**src/assert_macros.svh**
```systemverilog
// assertion macros used by the block's top module
`ifndef ASSERT_MACROS_SVH
`define ASSERT_MACROS_SVH

// checked property, ignored while reset is asserted
`define RSCB_ASSERT(lbl, prop, msg) \
  lbl: assert property (@(posedge clk_i) disable iff (!rst_ni) prop) else $error(msg);

// checked property, also during reset
`define RSCB_ASSERT_ALWAYS(lbl, prop, msg) \
  lbl: assert property (@(posedge clk_i) prop) else $error(msg);

`endif

```
**src/rscb_ram.sv**
```systemverilog
// generic single port ram with registered read
module rscb_ram #(
  parameter int unsigned WIDTH = 8,
  parameter int unsigned DEPTH = 16
) (
  input  logic                                     clk_i,
  input  logic                                     we_i,
  input  logic [((DEPTH > 1) ? $clog2(DEPTH) : 1)-1:0] addr_i,
  input  logic [WIDTH-1:0]                         wdata_i,
  output logic [WIDTH-1:0]                         rdata_o
);

  logic [WIDTH-1:0] mem_q [DEPTH];
  logic [WIDTH-1:0] rdata_q;

  // write or registered read
  always_ff @(posedge clk_i) begin
    if (we_i) begin
      mem_q[addr_i] <= wdata_i;
    end else begin
      rdata_q <= mem_q[addr_i];
    end
  end

  assign rdata_o = rdata_q;

endmodule

```
**config.mk**
```make
export PLATFORM = sky130hd
export DESIGN_NAME = rscb_ram
export DESIGN_NICKNAME = d
export VERILOG_FILES = /design/src/assert_macros.svh /design/src/rscb_ram.sv
export SDC_FILE = /design/constraint.sdc
export NUM_CORES = 1
export LEC_CHECK = 0
export BUFFER_PORTS_ARGS = -buffer_cell sky130_fd_sc_hd__buf_2
export CORE_MARGIN = 3
export CORE_UTILIZATION = 60
export CTS_BUF_LIST = sky130_fd_sc_hd__clkbuf_2 sky130_fd_sc_hd__clkbuf_4 sky130_fd_sc_hd__clkbuf_8
export CTS_CLUSTER_DIAMETER = 50
export DETAILED_ROUTE_END_ITERATION = 7
export PLACE_DENSITY_LB_ADDON = 0.08
export SYNTH_ARGS = -nofsm -noshare
export SYNTH_HDL_FRONTEND = slang
export SYNTH_SLANG_ARGS = --single-unit
export TNS_END_PERCENT = 100
```
**constraint.sdc**
```tcl
create_clock -name clk_i -period 2.4 [get_ports clk_i]
set_input_delay 0.24 -clock clk_i [delete_from_list [all_inputs] [get_ports clk_i]]
set_output_delay 0.24 -clock clk_i [all_outputs]
set_load 0.05 [all_outputs]
```
==> metrics.md <==
| Metric | Value |
|---|---|
| Lkg Pwr | 1.908 nW |
| First-pass GRT wire length | 14.75 mm |
| Hold/Removal Path Class | in -> reg |
| Total die area | 9729 sq um |
| Initial Util | 62.35% |
| Clock Latency Late Sink | 0.43 ns |
| Final net count | 292 |
| Via density | 6.179 |
| Vias in the first global route | 2564 |
| Port Buf Inserts | 21 |
| Crit-path slowest cell | mux4_2 |
| Vias | 2447 |
| Depth of the CTS H-tree | 4 |
| Filler instances | 492 |
| Post-Synthesis Cells | 231 |
| Largest net degree at the start of global routing | 22 |
| Achievable Freq | 679.0 MHz |
| Clock Skews | 0.007603 ns |
| Worst Path Required | 2.57 ns |
| Syn nets | 245 |
| Largest stage delay on the critical path | 0.47 ns |
| Crit Path Category | reg -> reg |
| Post-synth top area share | 79.32% |
| Critical Path Sink Type | flip-flop |
| Maximum buffer depth of the clock tree | 2 |
| Slew HR | 40.35% |
| Max Cap Violations | 0 |
| Clock Tree Root | clkbuf_8 |
| Multi-input logic area | 1001 sq um |
| TritonCTS clock tree | done |
| Final hold viol count | 0 |
| CTS Hold Buffers Added | 0 |
| Fin crit share | 61.36% |
| Status | complete, no violations |
| Die X | 98.64 um |
| GRT Residual Overflow | 0 |
| Area grow syn2layout | 13.78% |
| Crit path DAT | 1.64 ns |
| Warnings from Yosys | 0 |
| Fraction of layout cells with a size suffix above 1 | 35.40% |
| Synthesized area per cell | 22.29 sq um |
| DRT iter0 DRCs | 191 |
| Antenna violations before repair | 0 |
| Final Util | 70.94% |
| Area taken by flip-flops and latches | 4084 sq um |
| Post-route ant nets | 0 |
| RD Place Congestion | 0.7994 |
| Sequential share of the synthesized area | 79.32% |
| Diode count | 0 |
| Ranking of synthesized cells by area | edfxtp_1 (79%), mux4_2 (14%), a22oi_1 (2.3%) |
| Setup Buffers After CTS | 0 |
| Core area | 8258 sq um |
| Die Span Y | 98.64 um |
| Worst-margin pin slew | 0.8914 ns |
| Final worst path period need | 1.473 ns |
| Critical path launch point type | flip-flop |
| DR WL/cell | 23.56 um |
| Worst-path fanout max | 1 |
| Detailed Place HPWL | 6.003 mm |
| Placed Cells | 364 |
| Yosys reg bits | 136 |
| Quantity of gates resized following cts | 0 |
| Ports | 22 |
| Final cell count without fillers | 396 |
| Max VDD drop | 0.0006045 V |
| PwrDens | 799.9 nW/um^2 |
| CP cell instances | mux4_2 -> a22oi_1 -> nand2_1 |
| CTS Sinks | 136 |
| Remaining DRCs | 0 |
| Rows | 33 |
| First-pass DRT Iterations | 6 |
| Synth Cell Area | 5149 sq um |
| Post-route setup TNS | 0 ns |
| Number of buffers created by CTS | 17 |
| Synth unique cells | 18 |
| RSZ-0062 raised after global routing | false |
| Final WL | 9.329 mm |
| GRT Resource Usage Total | 21.41% |
| CTS clk-pin slew, worst paths | 0.08 ns |
| Setup-failing EPs final | 0 |
| Final max-slew violation count | 0 |
| Post-synth top area cell | edfxtp_1 |
[power breakdown]
| part | switching, mW | total, mW | internal, mW |
|---|---|---|---|
| clock | 0.867 | 1.71 | 0.847 |
| sequential | 0.0131 | 2.69 | 2.67 |
| combinational | 0.180 | 0.285 | 0.105 |
[logic make-up after synthesis]
logic type / synth area share, %
buffers and inverters: 1.239
and+or+nand+nor: 3.111
DFF: 79.32
muxes: 14.00
AOI/OAI and AO/OA: 2.333
[state kept, by name, indices dropped and copies added, names as in the netlist]
name	cells
rdata_o	8
mem_q	128
[cell usage in the layout (no fill, tap or decap), drive strengths merged]
cell	instances
a22oi	16
inv	3
nor3	4
edfxtp	136
nand3	1
nand2b	2
clkinv	4
clkbuf	19
and2	1
nand2	9
bufinv	1
nand3b	2
mux4	32
clkinvlp	6
buf	39
or3	1
nor2	13
nor2b	2
[stage by stage]
stage	area, sq um	hold WS, ns	setup WS, ns	power (mW)
6_report	5858	0.1958	0.9273	4.686
5_1_grt	5858	0.1885	0.8179	4.850
4_1_cts	5858	0.1813	0.8963	4.715
3_5_place_dp	5485	0.6434	0.4584	3.028
3_3_place_gp	5485	0.6369	0.5020	3.020
2_1_floorplan	5149	0.3389	0.6739	2.916
[layout make-up]
| class | instances | area share, % |
|---|---|---|
| clock buffer | 19 | 4.250 |
| sequential | 136 | 69.71 |
| timing repair buffer | 39 | 4.528 |
| tap | 105 | 2.243 |
| clock inverter | 13 | 2.114 |
| multi-input combinational | 83 | 17.09 |
| inverter | 1 | 0.06408 |
[cells in the mapped netlist (all sizes together)]
cell type  count
a22oi         16
and2           1
buf            8
clkbuf         3
edfxtp       136
inv            1
mux4          32
nand2          9
nand2b         2
nand3          1
nand3b         2
nor2          13
nor2b          2
nor3           4
or3            1
[final timing paths]
check | startpoint | endpoint | slack [ns] | cells after the start
hold / removal | wdata_i[4] | mem_q[0][4] | 0.20 | 1
setup / recovery | mem_q[1][4] | rdata_o[4] | 0.93 | 3
setup reg to reg | mem_q[1][4] | rdata_o[4] | 0.93 | 3
hold reg to reg | mem_q[11][6] | rdata_o[6] | 0.78 | 3
[worst max-delay path, delay by kind of cell, from the launching register on]
kind / cells / cell delay, ns
multiplexers: 1 / 0.47
flip-flops: 1 / 0.38
AND/OR/NAND/NOR: 1 / 0.10
AO/OA/AOI/OAI: 1 / 0.27
[layer usage]
layer  GRT usage [%]  up-vias  wire length (um)
li1                -     1067                 -
met1           30.97     1255              3809
met4           7.878        0               113
met3           5.591       12               717
met5               0        -                 0
met2           32.35      113              4689
Note: power is estimated with default switching activity, not from simulation.
