$ cat config.mk
export PLATFORM = sky130hd
export DESIGN_NAME = rscb_sqrt
export DESIGN_NICKNAME = d
export VERILOG_FILES = /design/src/assert_macros.svh /design/src/rscb_pkg.sv /design/src/rscb_sqrt.sv
export SDC_FILE = /design/constraint.sdc
export NUM_CORES = 1
export LEC_CHECK = 0
export BUFFER_PORTS_ARGS = -buffer_cell sky130_fd_sc_hd__buf_2
export CAP_MARGIN = 10
export CORE_UTILIZATION = 50
export CTS_CLUSTER_SIZE = 10
export DETAILED_ROUTE_END_ITERATION = 10
export PLACE_DENSITY = 0.73
export SYNTH_ARGS = -nofsm -noshare
export SYNTH_HDL_FRONTEND = slang
export SYNTH_SLANG_ARGS = --single-unit
$ cat constraint.sdc
create_clock -name clk_i -period 3.6 [get_ports clk_i]
set_input_delay 0.18 -clock clk_i [delete_from_list [all_inputs] [get_ports clk_i]]
set_output_delay 0.18 -clock clk_i [all_outputs]
set_load 0.01 [all_outputs]
$ cat src/assert_macros.svh
// assertion macros used by the block's top module
`ifndef ASSERT_MACROS_SVH
`define ASSERT_MACROS_SVH

// checked property, ignored while reset is asserted
`define RSCB_ASSERT(lbl, prop, msg) \
  lbl: assert property (@(posedge clk_i) disable iff (!rst_ni) prop) else $error(msg);

// checked property, also during reset
`define RSCB_ASSERT_ALWAYS(lbl, prop, msg) \
  lbl: assert property (@(posedge clk_i) prop) else $error(msg);

`endif

$ cat src/rscb_pkg.sv
// shared types, constants and helpers of the radial background block
package rscb_pkg;

  localparam int unsigned SumW   = 40;
  localparam int unsigned SqW    = 63;
  localparam int unsigned CntW   = 17;
  localparam int unsigned LimW   = 32;
  localparam int unsigned PixW   = 24;
  localparam int unsigned SigmaW = 23;

  localparam logic [SigmaW-1:0] SigmaMax   = 23'h7FFFFF;
  localparam logic [SigmaW-1:0] SigmaEmpty = 23'd1;
  localparam logic [SigmaW-1:0] SigmaFlat  = 23'd3;
  localparam logic [LimW-1:0]   LimMax     = 32'h7FFFFFFF;
  localparam logic [LimW-1:0]   LimMin     = 32'h80000000;
  localparam logic [15:0]       SnrReset   = 16'd1536;

  // configuration register indexes
  localparam logic REG_ADC = 1'b0;
  localparam logic REG_SNR = 1'b1;

  // request kinds
  localparam logic REQ_PIXEL    = 1'b0;
  localparam logic REQ_FINALIZE = 1'b1;

  // one bin's stored state
  typedef struct packed {
    logic signed [SumW-1:0] sum;
    logic [SqW-1:0]         sumsq;
    logic [CntW-1:0]        cnt;
    logic signed [LimW-1:0] upper;
    logic signed [LimW-1:0] lower;
  } entry_t;

  // saturate a 34 bit signed value to 32 bit signed
  function automatic logic signed [LimW-1:0] sat32(input logic signed [33:0] v);
    logic signed [LimW-1:0] r;
    if (v > 34'sh07FFFFFFF) begin
      r = LimMax;
    end else if (v < -34'sh080000000) begin
      r = LimMin;
    end else begin
      r = v[31:0];
    end
    return r;
  endfunction

endpackage

$ cat src/rscb_sqrt.sv
// digit by digit square root, rounded to nearest, two radicand bits per cycle
module rscb_sqrt (
  input  logic        clk_i,
  input  logic        rst_ni,
  input  logic        start_i,
  input  logic [63:0] rad_i,
  output logic        done_o,
  output logic [32:0] root_o
);
  import rscb_pkg::*;

  logic        busy_q, done_q;
  logic [4:0]  cnt_q;
  logic [63:0] rad_q;
  logic [35:0] rem_q;
  logic [31:0] res_q;
  logic [35:0] rem_n, trial;
  logic        ge;

  assign rem_n = {rem_q[33:0], rad_q[63:62]};
  assign trial = {2'b00, res_q, 2'b01};
  assign ge    = rem_n >= trial;

  // control
  always_ff @(posedge clk_i or negedge rst_ni) begin
    if (!rst_ni) begin
      busy_q <= 1'b0;
      done_q <= 1'b0;
      cnt_q  <= '0;
    end else begin
      done_q <= 1'b0;
      if (busy_q) begin
        if (cnt_q == 5'd0) begin
          busy_q <= 1'b0;
          done_q <= 1'b1;
        end else begin
          cnt_q <= cnt_q - 5'd1;
        end
      end else if (start_i) begin
        busy_q <= 1'b1;
        cnt_q  <= 5'd31;
      end
    end
  end

  // datapath
  always_ff @(posedge clk_i) begin
    if (busy_q) begin
      rad_q <= {rad_q[61:0], 2'b00};
      rem_q <= ge ? (rem_n - trial) : rem_n;
      res_q <= {res_q[30:0], ge};
    end else if (start_i) begin
      rad_q <= rad_i;
      rem_q <= '0;
      res_q <= '0;
    end
  end

  // remainder above the root means the true root lies nearer the next integer
  assign root_o = (rem_q > {4'd0, res_q}) ? ({1'b0, res_q} + 33'd1) : {1'b0, res_q};
  assign done_o = done_q;

endmodule

==> results.json <==
{
  "run_status": "completed",
  "worst_setup_hold_path_clk_slew_ps": 70,
  "worstHoldPathType": "input port to flip-flop",
  "clock_tree.root_cell": "sky130_fd_sc_hd__clkbuf_16",
  "timing.final.hold_violations": 0,
  "placeableCoreArea_um2": 16700,
  "critical_path_peak_fanout": 17,
  "syn-cell-area_um2": 8590,
  "number_of_filler_cells_placed_in_the_layout": 1375,
  "detailedPlacementHpwl_um": 13900,
  "wirelength_um": 21000,
  "route.detailed.drc": 0,
  "wl_per_cell_um": 18.7,
  "grt_pass1_vias": 6362,
  "postSynth.topFlopCell": "sky130_fd_sc_hd__edfxtp_1",
  "antenna_found_initial": 0,
  "detailroute.via_count": 6558,
  "number_of_endpoints_failing_setup_at_the_final_stage": 0,
  "grt.busiest_layer": "met2",
  "grt_use_met1_pct": 32.6,
  "grt_start_max_net_pins": 130,
  "max_slew_margin_vs_limit_pct": 18.6,
  "gr-usage-met3_pct": 5.59,
  "path_class": "flip-flop to output port",
  "initial_utilization_pct": 51.5,
  "ys_async_sr_fraction_pct": 5.04,
  "finalCritPeriodShare_pct": 96.7,
  "overflow": 0,
  "grt_use_met2_pct": 37.3,
  "startpoint_of_the_lowest_slack_hold_path": "rad_i[62]",
  "clkLatencyLatePin_ps": 420,
  "postSynthNetCount": 896,
  "drive_gt1_share_pct": 21.5,
  "worst_slew_pin_slew_ps": 1220,
  "timing.rr.start": "res_q[0]",
  "boundaryPins": 101,
  "utilization_pct": 60.7,
  "post_synth_num_cell_types": 72,
  "grt_first_pass_wirelength_um": 33000,
  "die_w_um": 133,
  "final_cell_area_um2": 10100,
  "globalRouteTotalUtil_pct": 23.8,
  "grt_setup_unrepaired": "yes",
  "type_of_destination_of_the_critical_path": "output port",
  "synth-warning-count": 0,
  "maxCapViolations": 0,
  "final_net_count": 998,
  "worst_clock_skew_ps": 10.5,
  "syn_to_final_growth_pct": 17.9,
  "detail-route-antenna-nets": 0,
  "antenna_cells": 0,
  "detail_route.first_pass.iterations": 5,
  "die_outline_height_um": 133,
  "worst_setup_path_start_kind": "flip-flop",
  "synth_enable_flop_cells": 130,
  "max_clock_freq_ghz": 0.287,
  "average_cell_area_after_synthesis_um2": 10.9,
  "timing.setup.tns_ps": 0,
  "numCtsBuffers": 17,
  "critPathArrivalTime_ps": 3300,
  "drt-vias-per-instance": 5.82,
  "cts.htree.levels": 4,
  "timing.final.max_slew_violations": 0,
  "netlist_instances": 791,
  "tritoncts": "built",
  "buffer_ports.inserted": 100,
  "cts_sinks": 139,
  "layout_min_cycle_time_ps": 3480,
  "synth_seq_cells": 139,
  "detail_route.iter0.violations": 526,
  "synth.yosys.seq_area_share_pct": 47.9,
  "num_rows": 47,
  "final_wtd_congestion": 0.920,
  "floorplan.die_area_um2": 17700,
  "cp.required_ps": 3420,
  "clock_tree.buffer_depth": 2,
  "detailed_place.area_um2": 9350,
  "timing.critical_path.from": "res_q[12]"
}
## path summary, 6_finish.rpt
| check | end | slack, ps | cells past startpoint |
|---|---|---|---|
| worst max register to register | rem_q[30] | 360 | 10 |
| max in group asynchronous | busy_q | 3290 | 2 |
| worst min register to register | rad_q[1] | 500 | 2 |
| min in group asynchronous | busy_q | 140 | 2 |
| worst min-delay path | rad_q[62] | 40 | 2 |
| worst max-delay path | root_o[16] | 120 | 12 |
## synth_stat cells (5+ instances only)
library cell,n,area [um^2]
sky130_fd_sc_hd__a21boi_1,7,52.6
sky130_fd_sc_hd__and2_1,39,244
sky130_fd_sc_hd__nor2b_1,19,119
sky130_fd_sc_hd__nor2_1,29,109
sky130_fd_sc_hd__xnor2_1,55,482
sky130_fd_sc_hd__o21a_1,6,45.0
sky130_fd_sc_hd__a22o_1,62,543
sky130_fd_sc_hd__a21o_1,16,120
sky130_fd_sc_hd__clkbuf_1,26,97.6
sky130_fd_sc_hd__nand2b_1,6,37.5
sky130_fd_sc_hd__nor4_1,5,31.3
sky130_fd_sc_hd__nor3_1,8,40.0
sky130_fd_sc_hd__nand3_1,24,120
sky130_fd_sc_hd__ha_1,38,475
sky130_fd_sc_hd__buf_6,5,56.3
sky130_fd_sc_hd__a21oi_1,36,180
sky130_fd_sc_hd__o21bai_1,5,37.5
sky130_fd_sc_hd__nand2_1,54,203
sky130_fd_sc_hd__nand4_1,27,169
sky130_fd_sc_hd__dfrtp_1,7,175
sky130_fd_sc_hd__mux2i_1,17,170
sky130_fd_sc_hd__and3_1,11,68.8
sky130_fd_sc_hd__o211a_1,7,70.1
sky130_fd_sc_hd__buf_2,6,30.0
sky130_fd_sc_hd__o21ai_0,30,150
sky130_fd_sc_hd__inv_1,42,158
sky130_fd_sc_hd__edfxtp_1,130,3900
sky130_fd_sc_hd__xor2_1,10,87.6
## per-layer routing
| layer | routed length [um] | share of wire (%) |
|---|---|---|
| met5 | 0 | 0 |
| met4 | 527 | 2.5 |
| met3 | 1170 | 5.5 |
| met2 | 9800 | 47 |
| met1 | 9530 | 45 |
## worst max-delay path, stage by stage, from the launching register on
cell                       delay, ps
sky130_fd_sc_hd__edfxtp_1        400
sky130_fd_sc_hd__inv_1            80
sky130_fd_sc_hd__ha_2            420
sky130_fd_sc_hd__and4_4          310
sky130_fd_sc_hd__nand3_1         140
sky130_fd_sc_hd__or2_1           290
sky130_fd_sc_hd__o221ai_2        160
sky130_fd_sc_hd__a221oi_2         90
sky130_fd_sc_hd__o21ai_2         250
sky130_fd_sc_hd__buf_12          200
sky130_fd_sc_hd__nand4_1         150
sky130_fd_sc_hd__xnor2_1         210
sky130_fd_sc_hd__buf_2           160
## cell usage in the layout (no fill, tap or decap), drive strengths merged, types with 10 or more instances in the layout
cell type / instances
a21boi: 10
a21o: 16
a21oi: 40
a22o: 62
and2: 40
and3: 12
buf: 121
clkbuf: 18
edfxtp: 130
ha: 38
inv: 48
mux2i: 17
nand2: 54
nand3: 24
nand4: 27
nor2: 31
nor2b: 19
o21ai: 34
xnor2: 55
xor2: 10
## through the flow
| step | hold WS [ps] | instances | setup WS (ps) |
|---|---|---|---|
| floorplan | -116 | 791 | 176 |
| global placement | 20.6 | 1085 | 267 |
| detailed placement | 18.3 | 1085 | 287 |
| CTS | 28.1 | 1120 | 33.9 |
| global route | 32.8 | 1126 | -62.0 |
| finish | 38.5 | 1126 | 118 |
## cells by family after synthesis
family	Yosys count	share of synthesized area [%]
and+or+nand+nor	237	14.7
xor gates and xnor gates	65	6.62
buffers and inverters	84	4.34
muxes	17	1.98
AOI/OAI and AO/OA	211	18.9
DFF	139	47.9
adders and majority gates	38	5.53
## cell type report
| class | count | area [um^2] | share of cell area, % |
|---|---|---|---|
| inverter | 42 | 160 | 1.58 |
| multi-input combinational | 568 | 4180 | 41.3 |
| clock buffer | 17 | 425 | 4.20 |
| tap | 220 | 275 | 2.72 |
| sequential | 139 | 4120 | 40.7 |
| clock inverter | 15 | 186 | 1.84 |
| timing repair buffer | 125 | 776 | 7.66 |
## flip-flops by register name, summed over array words and instances, names as in the netlist
name and count:
res_q 32, rem_q 36, cnt_q 5, rad_q 64
busy_q 1, done_o 1
## timing repair
action                     in CTS  in global routing
hold endpoints to repair        9                  0
setup endpoints to repair       5                 33
hold buffers                    3                  0
resized for setup               4                 21
buffers inserted                0                  5
pin swaps                       0                  4
cloned                          0                  1
Power is not shown: default switching activity piles up to over one toggle a cycle in this logic, so the estimate is an artifact.
