File: src/assert_macros.svh
// assertion macros used by the block's top module
`ifndef ASSERT_MACROS_SVH
`define ASSERT_MACROS_SVH

// checked property, ignored while reset is asserted
`define RSCB_ASSERT(lbl, prop, msg) \
  lbl: assert property (@(posedge clk_i) disable iff (!rst_ni) prop) else $error(msg);

// checked property, also during reset
`define RSCB_ASSERT_ALWAYS(lbl, prop, msg) \
  lbl: assert property (@(posedge clk_i) prop) else $error(msg);

`endif

File: src/rscb_pkg.sv
// shared types, constants and helpers of the radial background block
package rscb_pkg;

  localparam int unsigned SumW   = 40;
  localparam int unsigned SqW    = 63;
  localparam int unsigned CntW   = 17;
  localparam int unsigned LimW   = 32;
  localparam int unsigned PixW   = 24;
  localparam int unsigned SigmaW = 23;

  localparam logic [SigmaW-1:0] SigmaMax   = 23'h7FFFFF;
  localparam logic [SigmaW-1:0] SigmaEmpty = 23'd1;
  localparam logic [SigmaW-1:0] SigmaFlat  = 23'd3;
  localparam logic [LimW-1:0]   LimMax     = 32'h7FFFFFFF;
  localparam logic [LimW-1:0]   LimMin     = 32'h80000000;
  localparam logic [15:0]       SnrReset   = 16'd1536;

  // configuration register indexes
  localparam logic REG_ADC = 1'b0;
  localparam logic REG_SNR = 1'b1;

  // request kinds
  localparam logic REQ_PIXEL    = 1'b0;
  localparam logic REQ_FINALIZE = 1'b1;

  // one bin's stored state
  typedef struct packed {
    logic signed [SumW-1:0] sum;
    logic [SqW-1:0]         sumsq;
    logic [CntW-1:0]        cnt;
    logic signed [LimW-1:0] upper;
    logic signed [LimW-1:0] lower;
  } entry_t;

  // saturate a 34 bit signed value to 32 bit signed
  function automatic logic signed [LimW-1:0] sat32(input logic signed [33:0] v);
    logic signed [LimW-1:0] r;
    if (v > 34'sh07FFFFFFF) begin
      r = LimMax;
    end else if (v < -34'sh080000000) begin
      r = LimMin;
    end else begin
      r = v[31:0];
    end
    return r;
  endfunction

endpackage

File: src/rscb_div.sv
// restoring divider, one quotient bit per cycle
module rscb_div (
  input  logic        clk_i,
  input  logic        rst_ni,
  input  logic        start_i,
  input  logic [63:0] dividend_i,
  input  logic [16:0] divisor_i,
  output logic        busy_o,
  output logic        done_o,
  output logic [63:0] quot_o
);
  import rscb_pkg::*;

  logic        busy_q, done_q;
  logic [5:0]  cnt_q;
  logic [63:0] dvd_q;
  logic [17:0] rem_q;
  logic [16:0] dsr_q;
  logic [17:0] rem_n;
  logic        ge;

  assign rem_n = {rem_q[16:0], dvd_q[63]};
  assign ge    = rem_n >= {1'b0, dsr_q};

  // control
  always_ff @(posedge clk_i or negedge rst_ni) begin
    if (!rst_ni) begin
      busy_q <= 1'b0;
      done_q <= 1'b0;
      cnt_q  <= '0;
    end else begin
      done_q <= 1'b0;
      if (busy_q) begin
        if (cnt_q == 6'd0) begin
          busy_q <= 1'b0;
          done_q <= 1'b1;
        end else begin
          cnt_q <= cnt_q - 6'd1;
        end
      end else if (start_i) begin
        busy_q <= 1'b1;
        cnt_q  <= 6'd63;
      end
    end
  end

  // datapath
  always_ff @(posedge clk_i) begin
    if (busy_q) begin
      rem_q <= ge ? (rem_n - {1'b0, dsr_q}) : rem_n;
      dvd_q <= {dvd_q[62:0], ge};
    end else if (start_i) begin
      rem_q <= '0;
      dvd_q <= dividend_i;
      dsr_q <= divisor_i;
    end
  end

  assign busy_o = busy_q;
  assign done_o = done_q;
  assign quot_o = dvd_q;

endmodule

File: config.mk
export PLATFORM = sky130hd
export DESIGN_NAME = rscb_div
export DESIGN_NICKNAME = d
export VERILOG_FILES = /design/src/assert_macros.svh /design/src/rscb_pkg.sv /design/src/rscb_div.sv
export SDC_FILE = /design/constraint.sdc
export NUM_CORES = 1
export LEC_CHECK = 0
export BUFFER_PORTS_ARGS = -buffer_cell sky130_fd_sc_hd__buf_2
export CORE_MARGIN = 2
export CORE_UTILIZATION = 47
export DETAILED_ROUTE_END_ITERATION = 8
export GPL_TIMING_DRIVEN = 0
export MAX_ROUTING_LAYER = met4
export PLACE_DENSITY = 0.75
export SETUP_SLACK_MARGIN = 0.15
export SLEW_MARGIN = 15
export SYNTH_ARGS = -nofsm -noshare
export SYNTH_HDL_FRONTEND = slang
export SYNTH_SLANG_ARGS = --single-unit
File: constraint.sdc
create_clock -name clk_i -period 2.8 [get_ports clk_i]
set_clock_uncertainty 0.15 [all_clocks]
set_input_delay 0.14 -clock clk_i [delete_from_list [all_inputs] [get_ports clk_i]]
set_output_delay 0.14 -clock clk_i [all_outputs]
set_load 0.03 [all_outputs]
==> results.toml, run 1 <==
[setup_path]
r2r_setup_slack_ns = -0.17
reg2reg_from = "quot_o[63]"
critPathSlowestCell = "edfxtp_1"
end_kind = "flip-flop"
cp.arrival_ns = 2.95
slowest_delay_ns = 0.40
critPathLaunchType = "flip-flop"
critPathRequiredTime_ns = 2.77
critPathKind = "reg -> reg"
cp-startpoint = "quot_o[63]"
path_cells = "inv_1 > ha_2 > inv_2 > fa_2 > a21o_1 > a221oi_4 > nor3_2 > o41ai_4 > and2_4 > buf_8 > mux2i_1 > nor2_1"
rr_worst_depth = 12
path_max_fanout = 6

[sta]
rsz0062_at_grt = "true"
slew_violations = 0
finalCritPeriodShare_pct = 106
setup_ws_ns = -0.174
period_minus_slack_ns = 2.97
fmax_mhz = 336
worstMarginPinSlew_ns = 1.10
finalHoldViolations = 0
setup_violations = 18
relSlewSlack_pct = 26.7
tns_ns = -2.04

[floorplanning]
core-area_um2 = 10800
die_h_um = 109
pin_count = 150
die_x_um = 109
start_util_pct = 48.1
rows = 38
die_area_um2 = 11900

[grt]
first_global_vias = 4433
grt_pass1_wl_um = 21500
grt_antenna_before_repair = 0
grt_overflow = 0
grtUsageTotal_pct = 24.7
grt_max_degree = 42

[hold_path]
hold_path_depth = 2
min-delay-start = "divisor_i[12]"
hold_class = "in -> reg"

[clock_tree]
clk_latency_ns = 0.39
cts_tree = "yes"
clk_pin_slew_worst_paths_ns = 0.11
clock_sinks = 106
cts_buffers = 9
clockRootBuffer = "clkbuf_8"
cts_buffer_depth = 2
htreeDepth = 3

[synth]
synth_cells = 375
synth_top_area_share_pct = 56.5
syn-num-nets = 478
synth-seq-cells = 106
yosysWarnings = 0
ys_seq_area_share_pct = 60.3
syn_area_um2 = 5210
ys_types = 52
synthArstFlopShare_pct = 7.55
synth_ff_type = "edfxtp_1"
yosys.area.top_type = "edfxtp_1"
syn_avg_cell_area_um2 = 13.9
ys_top_cells_by_area = "edfxtp_1 (56%), mux2_2 (14%), ha_1 (4.3%), dfrtp_1 (3.8%), inv_1 (1.8%)"
synth_edf_count = 98

[drt]
vias = 4122
first_pass_iters = 4
antenna_left = 0
drc = 0
avgRoutedWirePerCell_um = 17.7
totalWireLength_um = 13800
viasPerCell = 5.30
drt_iter0_markers = 193

[finish]
final_area_um2 = 7360
area_growth_pct = 41.2
drive_gt1_share_pct = 42.3
diodes = 0
nets = 736

[placed_design]
place.gp.congestion = 0.894
placed_cell_area_um2 = 6140
port_buffers = 149
hpwl_um = 8340

[run_status]
violations = "negative setup slack"
status = "complete, but fails checks"

[power]
peakVddDrop_v = 0.000990
p_leak_nw = 3.15
power_density_nw_per_um2 = 1120

[flow_run]
drv_cap = 0
kinds of logic after synthesis:
group	Yosys count	share of synthesized area (%)
AO/OA/AOI/OAI	58	7.92
XOR/XNOR	15	2.52
adder cells (fa/ha/maj)	19	4.71
buffers and inverters	37	2.91
flip-flops	106	60.3
multiplexers	70	15.0
AND/OR/NAND/NOR	70	6.67
cell usage after synthesis, drive strengths merged (2+ instances only):
cell	count
dfrtp	8
o211ai	2
mux2	63
nor2	18
nor3	6
nand2	21
xnor2	9
inv	25
mux2i	7
or4	2
clkbuf	8
nand4	3
nand3	5
edfxtp	98
a21oi	17
a21o	7
nor4b	2
buf	4
and3	4
o21ai	14
and2	2
a211oi	2
ha	18
xor2	6
o21a	4
worst paths after layout:
path | endpoint
hold reg to reg | cnt_q[4]
setup / recovery | rem_q[1]
min in group asynchronous | busy_o
hold / removal | dsr_q[12]
setup reg to reg | rem_q[1]
max in group asynchronous | cnt_q[5]
per-stage QoR:
| step | std cells | setup WS [ns] | util (%) | hold slack [ns] | total power [mW] |
|---|---|---|---|---|---|
| after CTS | 773 | -0.135 | 67.0 | 0.289 | 8.03 |
| after global routing | 778 | -0.323 | 67.9 | 0.295 | 8.71 |
| final | 778 | -0.174 | 67.9 | 0.313 | 8.23 |
| after floorplan | 375 | -0.187 | - | -0.306 | 5.82 |
| after global placement | 664 | -0.255 | 56.7 | -0.162 | 6.71 |
| after detailed placement | 664 | -0.312 | 56.7 | -0.158 | 6.84 |
power by group:
group	leakage [nW]	internal [mW]	switching (mW)
sequential	1.09	2.67	0.420
clock	0.0823	0.335	0.569
combinational	1.98	1.74	2.49
registers in the layout, summed over array words and instances (netlist names):
signal / flops
quot_o: 64
dsr_q: 17
rem_q: 17
cnt_q: 6
busy_o: 1
done_o: 1
what timing repair did:
item | 4_1_cts | 5_1_grt
endpoints found under the setup margin | 21 | 18
gates resized for setup | 12 | 14
hold buffers | 84 | 0
pin swaps | 4 | 5
setup buffers | 8 | 4
gates cloned | 1 | 1
hold endpoints to repair | 93 | 0
critical path, delay by kind of cell (launching register included):
family,cells,cell delay [ns]
fa+ha+maj,2,0.52
simple gates,3,0.41
compound gates,3,0.82
flops,1,0.40
mux,1,0.17
buf+inv,3,0.25
final cells by class:
cell class	count	area (um2)
plain buffers	12	65.1
clock buffers	10	128
clock inverters	6	50.0
fillers	782	3480
inverters	25	93.8
multi-input cells	233	2010
flip-flops and latches	106	3140
well taps	140	175
repair buffers	246	1700
routing by layer:
layer	up-vias	global-route usage [%]	share of wire, %
met3	20	7.41	7.0
met1	2018	28.0	40
met4	0	7.32	2.0
li1	1921	-	-
met5	-	-	0
met2	163	42.5	51
cell usage in the layout (no fill, tap or decap), types with 2 or more instances in the layout:
| cell | count |
|---|---|
| a21o_1 | 7 |
| a21oi_1 | 16 |
| and3_1 | 4 |
| buf_2 | 150 |
| buf_4 | 10 |
| buf_6 | 4 |
| clkbuf_1 | 9 |
| clkbuf_8 | 9 |
| clkinvlp_4 | 3 |
| dfrtp_1 | 8 |
| dlygate4sd3_1 | 84 |
| edfxtp_1 | 98 |
| ha_1 | 17 |
| inv_1 | 24 |
| inv_8 | 2 |
| mux2_2 | 63 |
| mux2i_1 | 7 |
| nand2_1 | 17 |
| nand2_2 | 3 |
| nand3_2 | 4 |
| nand4_1 | 3 |
| nor2_1 | 17 |
| nor3_1 | 5 |
| nor4b_1 | 2 |
| o211ai_1 | 2 |
| o21a_1 | 4 |
| o21ai_0 | 7 |
| o21ai_1 | 2 |
| o21ai_2 | 5 |
| or4_1 | 2 |
| xnor2_1 | 9 |
| xor2_1 | 6 |
No activity file was read; power rests on OpenSTA's default activity.
==> run 2, diff against run 1 <==
--- a/config.mk
+++ b/config.mk
@@ -5,7 +5,7 @@
 export SDC_FILE = /design/constraint.sdc
 export NUM_CORES = 1
 export LEC_CHECK = 0
-export BUFFER_PORTS_ARGS = -buffer_cell sky130_fd_sc_hd__buf_2
+export BUFFER_PORTS_ARGS = -buffer_cell sky130_fd_sc_hd__buf_4
 export CORE_MARGIN = 2
 export CORE_UTILIZATION = 47
 export DETAILED_ROUTE_END_ITERATION = 8
==> results.toml, run 2 (synthesis results as in run 1) <==
[sta]
fmax_mhz = 333
rsz0062_at_grt = "true"
setup_violations = 17
period_minus_slack_ns = 3.00
finalCritPeriodShare_pct = 107
finalHoldViolations = 0
setup_ws_ns = -0.201
relSlewSlack_pct = 31.0
slew_violations = 0
worstMarginPinSlew_ns = 1.04

[floorplanning]
core-area_um2 = 10800
die_area_um2 = 11900
rows = 38
pin_count = 150
die_x_um = 109
start_util_pct = 48.1
die_h_um = 109

[finish]
utilization_pct = 71.8
fillCellCount = 717
nets = 742
final_cell_mix = "buf_4 (162), edfxtp_1 (98), dlygate4sd3_1 (84)"
diodes = 0
largest_register_ffs = 64
area_growth_pct = 49.5
drive_gt1_share_pct = 42.4
layout_commonest_cell = "buf_4"

[drt]
first_pass_iters = 4
antenna_left = 0
maxUsedRoutingLayer = "met4"
drc = 0
wl_met3_um = 1030
wl_met1_um = 5490
viasPerCell = 5.21
wl_met2_um = 7440
totalWireLength_um = 14200
drt_iter0_markers = 193
avgRoutedWirePerCell_um = 18.1
vias = 4081

[placed_design]
port_buffers = 149
place.gp.congestion = 0.862
hpwl_um = 8580

[flow_run]
drv_cap = 0

[grt]
grtUsageTotal_pct = 24.7
first_global_vias = 4371
grt_max_degree = 42
grt_overflow = 0
grt_pass1_wl_um = 21300
grt_antenna_before_repair = 0

[clock_tree]
cts_buffer_depth = 2
clk_latency_ns = 0.39
clk_pin_slew_worst_paths_ns = 0.10
cts_buffers = 9
htreeDepth = 3
clock_sinks = 106
cts_tree = "yes"
clockRootBuffer = "clkbuf_8"

[power]
power_frac_comb_pct = 53.6
pwr-share-seq_pct = 36.2
peakVddDrop_v = 0.000816
p_clk_share_pct = 10.1
p_total_mw = 8.62
power_density_nw_per_um2 = 1110
power_switching_share_pct = 40.7
netSwitchingPower_mw = 3.50
internal_power_mw = 5.11
p_leak_nw = 3.33

[setup_path]
cp.arrival_ns = 3.00
critPathRequiredTime_ns = 2.80
path_max_fanout = 5
end_kind = "flip-flop"
critPathLaunchType = "flip-flop"
critPathKind = "reg -> reg"

[run_status]
status = "complete, but fails checks"
violations = "negative setup slack"

[hold_path]
hold_class = "in -> reg"
## run 2: cell count changes in the layout (fill, tap and decap cells not counted), moves of 2 or more
cell	previous run	this run
buf_2	150	1
nand2_2	3	1
a21oi_2	1	3
a21oi_1	16	14
nand2_4	0	3
o21ai_1	2	6
o21ai_2	5	2
buf_4	10	162
clkinvlp_4	3	0
clkinv_1	0	2
## run 2: worst paths after layout
path | to | cells past startpoint | slack, ns | startpoint
worst max register to register | rem_q[13] | 12 | -0.20 | quot_o[63]
worst min register to register | cnt_q[5] | 2 | 0.39 | cnt_q[5]
max in group asynchronous | cnt_q[2] | 3 | 1.66 | rst_ni
worst min-delay path | dsr_q[10] | 2 | 0.31 | divisor_i[10]
min in group asynchronous | busy_o | 3 | 0.56 | rst_ni
worst max-delay path | rem_q[13] | 12 | -0.20 | quot_o[63]
## run 2: stage by stage
stage               hold WS (ns)  std cells  setup TNS, ns  worst slack [ns]  instance area, um2
floorplan                 -0.306        375          -1.29            -0.187                5220
global placement          -0.188        664          -2.55            -0.262                6520
CTS                        0.294        777         -0.703           -0.0974                7690
finish                     0.308        784          -2.31            -0.201                7790
global route               0.295        784          -4.22            -0.293                7790
detailed placement        -0.184        664          -2.67            -0.272                6520
## run 2: power by group through the flow
stage	registers (mW)	logic (mW)	clock network (mW)
after detailed placement	3.10	4.06	0
after floorplan	3.99	1.83	0
after global routing	3.20	4.94	0.949
after global placement	3.07	3.97	0
final	3.12	4.62	0.874
after CTS	3.09	4.41	0.906
## run 2: layout make-up
type / count / area [um2] / area share (%)
Buffer: 12 / 68.8 / 0.884
Clock buffer: 10 / 128 / 1.64
Clock inverter: 6 / 41.3 / 0.530
Inverter: 25 / 93.8 / 1.20
Multi-Input combinational cell: 234 / 2010 / 25.8
Sequential cell: 106 / 3140 / 40.4
Tap cell: 140 / 175 / 2.25
Timing Repair Buffer: 251 / 2130 / 27.3
## run 2: critical path, cell delays in order (launching register included)
cell and delay [ns]:
edfxtp_1 0.42, inv_1 0.08, ha_2 0.18, inv_2 0.04, fa_2 0.34, a21o_1 0.21
a221oi_4 0.28, nor3_2 0.08, o41ai_4 0.26, buf_4 0.19, nand2_4 0.07, buf_8 0.19
a311o_1 0.26
## run 2: what timing repair did
action | 4_1_cts | 5_1_grt
resized for setup | 19 | 8
cloned | 1 | 2
hold buffers | 84 | 0
pin swaps | 8 | 4
buffers inserted | 12 | 5
setup endpoints to repair | 21 | 21
endpoints found under the hold margin | 93 | 0
## run 2: metal layers
| metal | vias up | track usage [%] |
|---|---|---|
| met2 | 162 | 43.3 |
| met5 | - | - |
| li1 | 1937 | - |
| met3 | 21 | 9.25 |
| met4 | 0 | 6.60 |
| met1 | 1961 | 26.4 |
==> run 3, diff against run 2 <==
--- a/config.mk
+++ b/config.mk
@@ -11,7 +11,7 @@
 export DETAILED_ROUTE_END_ITERATION = 8
 export GPL_TIMING_DRIVEN = 0
 export MAX_ROUTING_LAYER = met4
-export PLACE_DENSITY = 0.75
+export PLACE_DENSITY = 0.77
 export SETUP_SLACK_MARGIN = 0.15
 export SLEW_MARGIN = 15
 export SYNTH_ARGS = -nofsm -noshare
==> results.toml, run 3 (synthesis results as in run 1) <==
[run_status]
status = "complete, but fails checks"
violations = "negative setup slack"

[sta]
finalCritPeriodShare_pct = 106
setup_violations = 18
slew_violations = 0
worstMarginPinSlew_ns = 1.04
rsz0062_at_grt = "true"
finalHoldViolations = 0
setup_ws_ns = -0.167
fmax_mhz = 337
period_minus_slack_ns = 2.97
relSlewSlack_pct = 30.8

[setup_path]
critPathSlowestCell = "edfxtp_1"
cp_common_cell = "inv_2"
cp.arrival_ns = 2.96
crit_cells = 12
rr_worst_depth = 12
crit_end = "rem_q[8]"
critPathRequiredTime_ns = 2.79
reg2reg_from = "quot_o[63]"
critPathKind = "reg -> reg"
cp_top_family = "compound AO/OA/AOI/OAI gates"
end_kind = "flip-flop"
slowest_delay_ns = 0.44
cp-startpoint = "quot_o[63]"
path_cells = "inv_2 > ha_4 > inv_2 > fa_2 > a21o_1 > a221oi_4 > nor3_2 > o41ai_4 > nand2_2 > buf_8 > mux2i_1 > nor2_1"
r2r_end = "rem_q[8]"
critPathLaunchType = "flip-flop"
path_max_fanout = 5
path_buf_inv = 3
r2r_setup_slack_ns = -0.17

[floorplanning]
die_area_um2 = 11900
start_util_pct = 48.1
die_x_um = 109
rows = 38
pin_count = 150
core-area_um2 = 10800
die_h_um = 109

[clock_tree]
clock_sinks = 106
clk_latency_ns = 0.40
cts_tree = "yes"
cts_buffer_depth = 2
cts_buffers = 9
clk_pin_slew_worst_paths_ns = 0.11
clockRootBuffer = "clkbuf_8"
htreeDepth = 3

[drt]
drc = 0
viasPerCell = 5.23
avgRoutedWirePerCell_um = 17.7
first_pass_iters = 4
drt_iter0_markers = 193
totalWireLength_um = 13800
antenna_left = 0
vias = 4060

[finish]
area_growth_pct = 48.6
fillCellCount = 719
seq_area_um2 = 3140
multi_input_area_um2 = 2000
drive_gt1_share_pct = 41.4
largest_register_ffs = 64
final_cell_mix = "buf_4 (157), edfxtp_1 (98), dlygate4sd3_1 (84)"
layout.cells.non_filler = 777
diodes = 0
layout_commonest_cell = "buf_4"
nets = 735

[grt]
grt_max_degree = 42
grt_use_met3_pct = 7.35
first_global_vias = 4328
grt_antenna_before_repair = 0
gr-max-usage-layer = "met2"
grt_overflow = 0
grtUsageTotal_pct = 24.2
grt_pass1_wl_um = 20800
met1_usage_pct = 26.1
met2_usage_pct = 43.3

[power]
p_leak_nw = 3.30
power_density_nw_per_um2 = 1110
p_total_mw = 8.56
peakVddDrop_v = 0.000742

[placed_design]
hpwl_um = 8570
placed_cells_incl_taps = 664
place.gp.congestion = 0.865
port_buffers = 149

[hold_path]
hold_class = "in -> reg"
min-delay-start = "divisor_i[12]"

[flow_run]
drv_cap = 0
## run 3: repair_timing
action / 4_1_cts / 5_1_grt
resized for setup: 9 / 10
setup endpoints to repair: 21 / 20
pin swaps: 4 / 4
hold endpoints to repair: 93 / 0
cloned: 1 / 2
buffers inserted: 8 / 2
hold buffers: 84 / 0
## run 3: routing by layer
metal  part of all wire, %  up-vias
met1                    39     1976
li1                      -     1918
met2                    53      146
met5                     0        -
met4                   1.7        0
met3                   6.0       20
## run 3: worst min-delay path by stage
stage	end	slack [ns]	cells after the start
finish	dsr_q[12]	0.31	2
global route	dsr_q[3]	0.30	2
CTS	dsr_q[2]	0.30	2
detailed placement	busy_o	-0.18	1
global placement	cnt_q[0]	-0.19	1
floorplan	busy_o	-0.31	0
## run 3: per-stage QoR
stage / setup slack (ns) / hold WS (ns) / area, um2 / util, % / setup TNS (ns)
after global placement: -0.278 / -0.188 / 6520 / 60.1 / -2.59
after CTS: -0.155 / 0.296 / 7660 / 70.7 / -1.83
after floorplan: -0.187 / -0.306 / 5220 / - / -1.29
final: -0.167 / 0.312 / 7750 / 71.5 / -1.96
after detailed placement: -0.297 / -0.182 / 6520 / 60.1 / -2.91
after global routing: -0.304 / 0.300 / 7750 / 71.5 / -4.36
## run 3: cell type report
type                       instances  area share [%]
tap                              140            2.26
clock inverter                     6           0.824
clock buffer                      10            1.65
timing repair buffer             244            26.8
sequential                       106            40.6
multi-input combinational        234            25.8
buffer                            12           0.888
inverter                          25            1.21
## run 3: where the power goes
| part | switching, mW | leakage, nW | internal, mW |
|---|---|---|---|
| clock network | 0.552 | 0.100 | 0.418 |
| logic | 2.45 | 2.11 | 2.03 |
| registers | 0.438 | 1.09 | 2.68 |
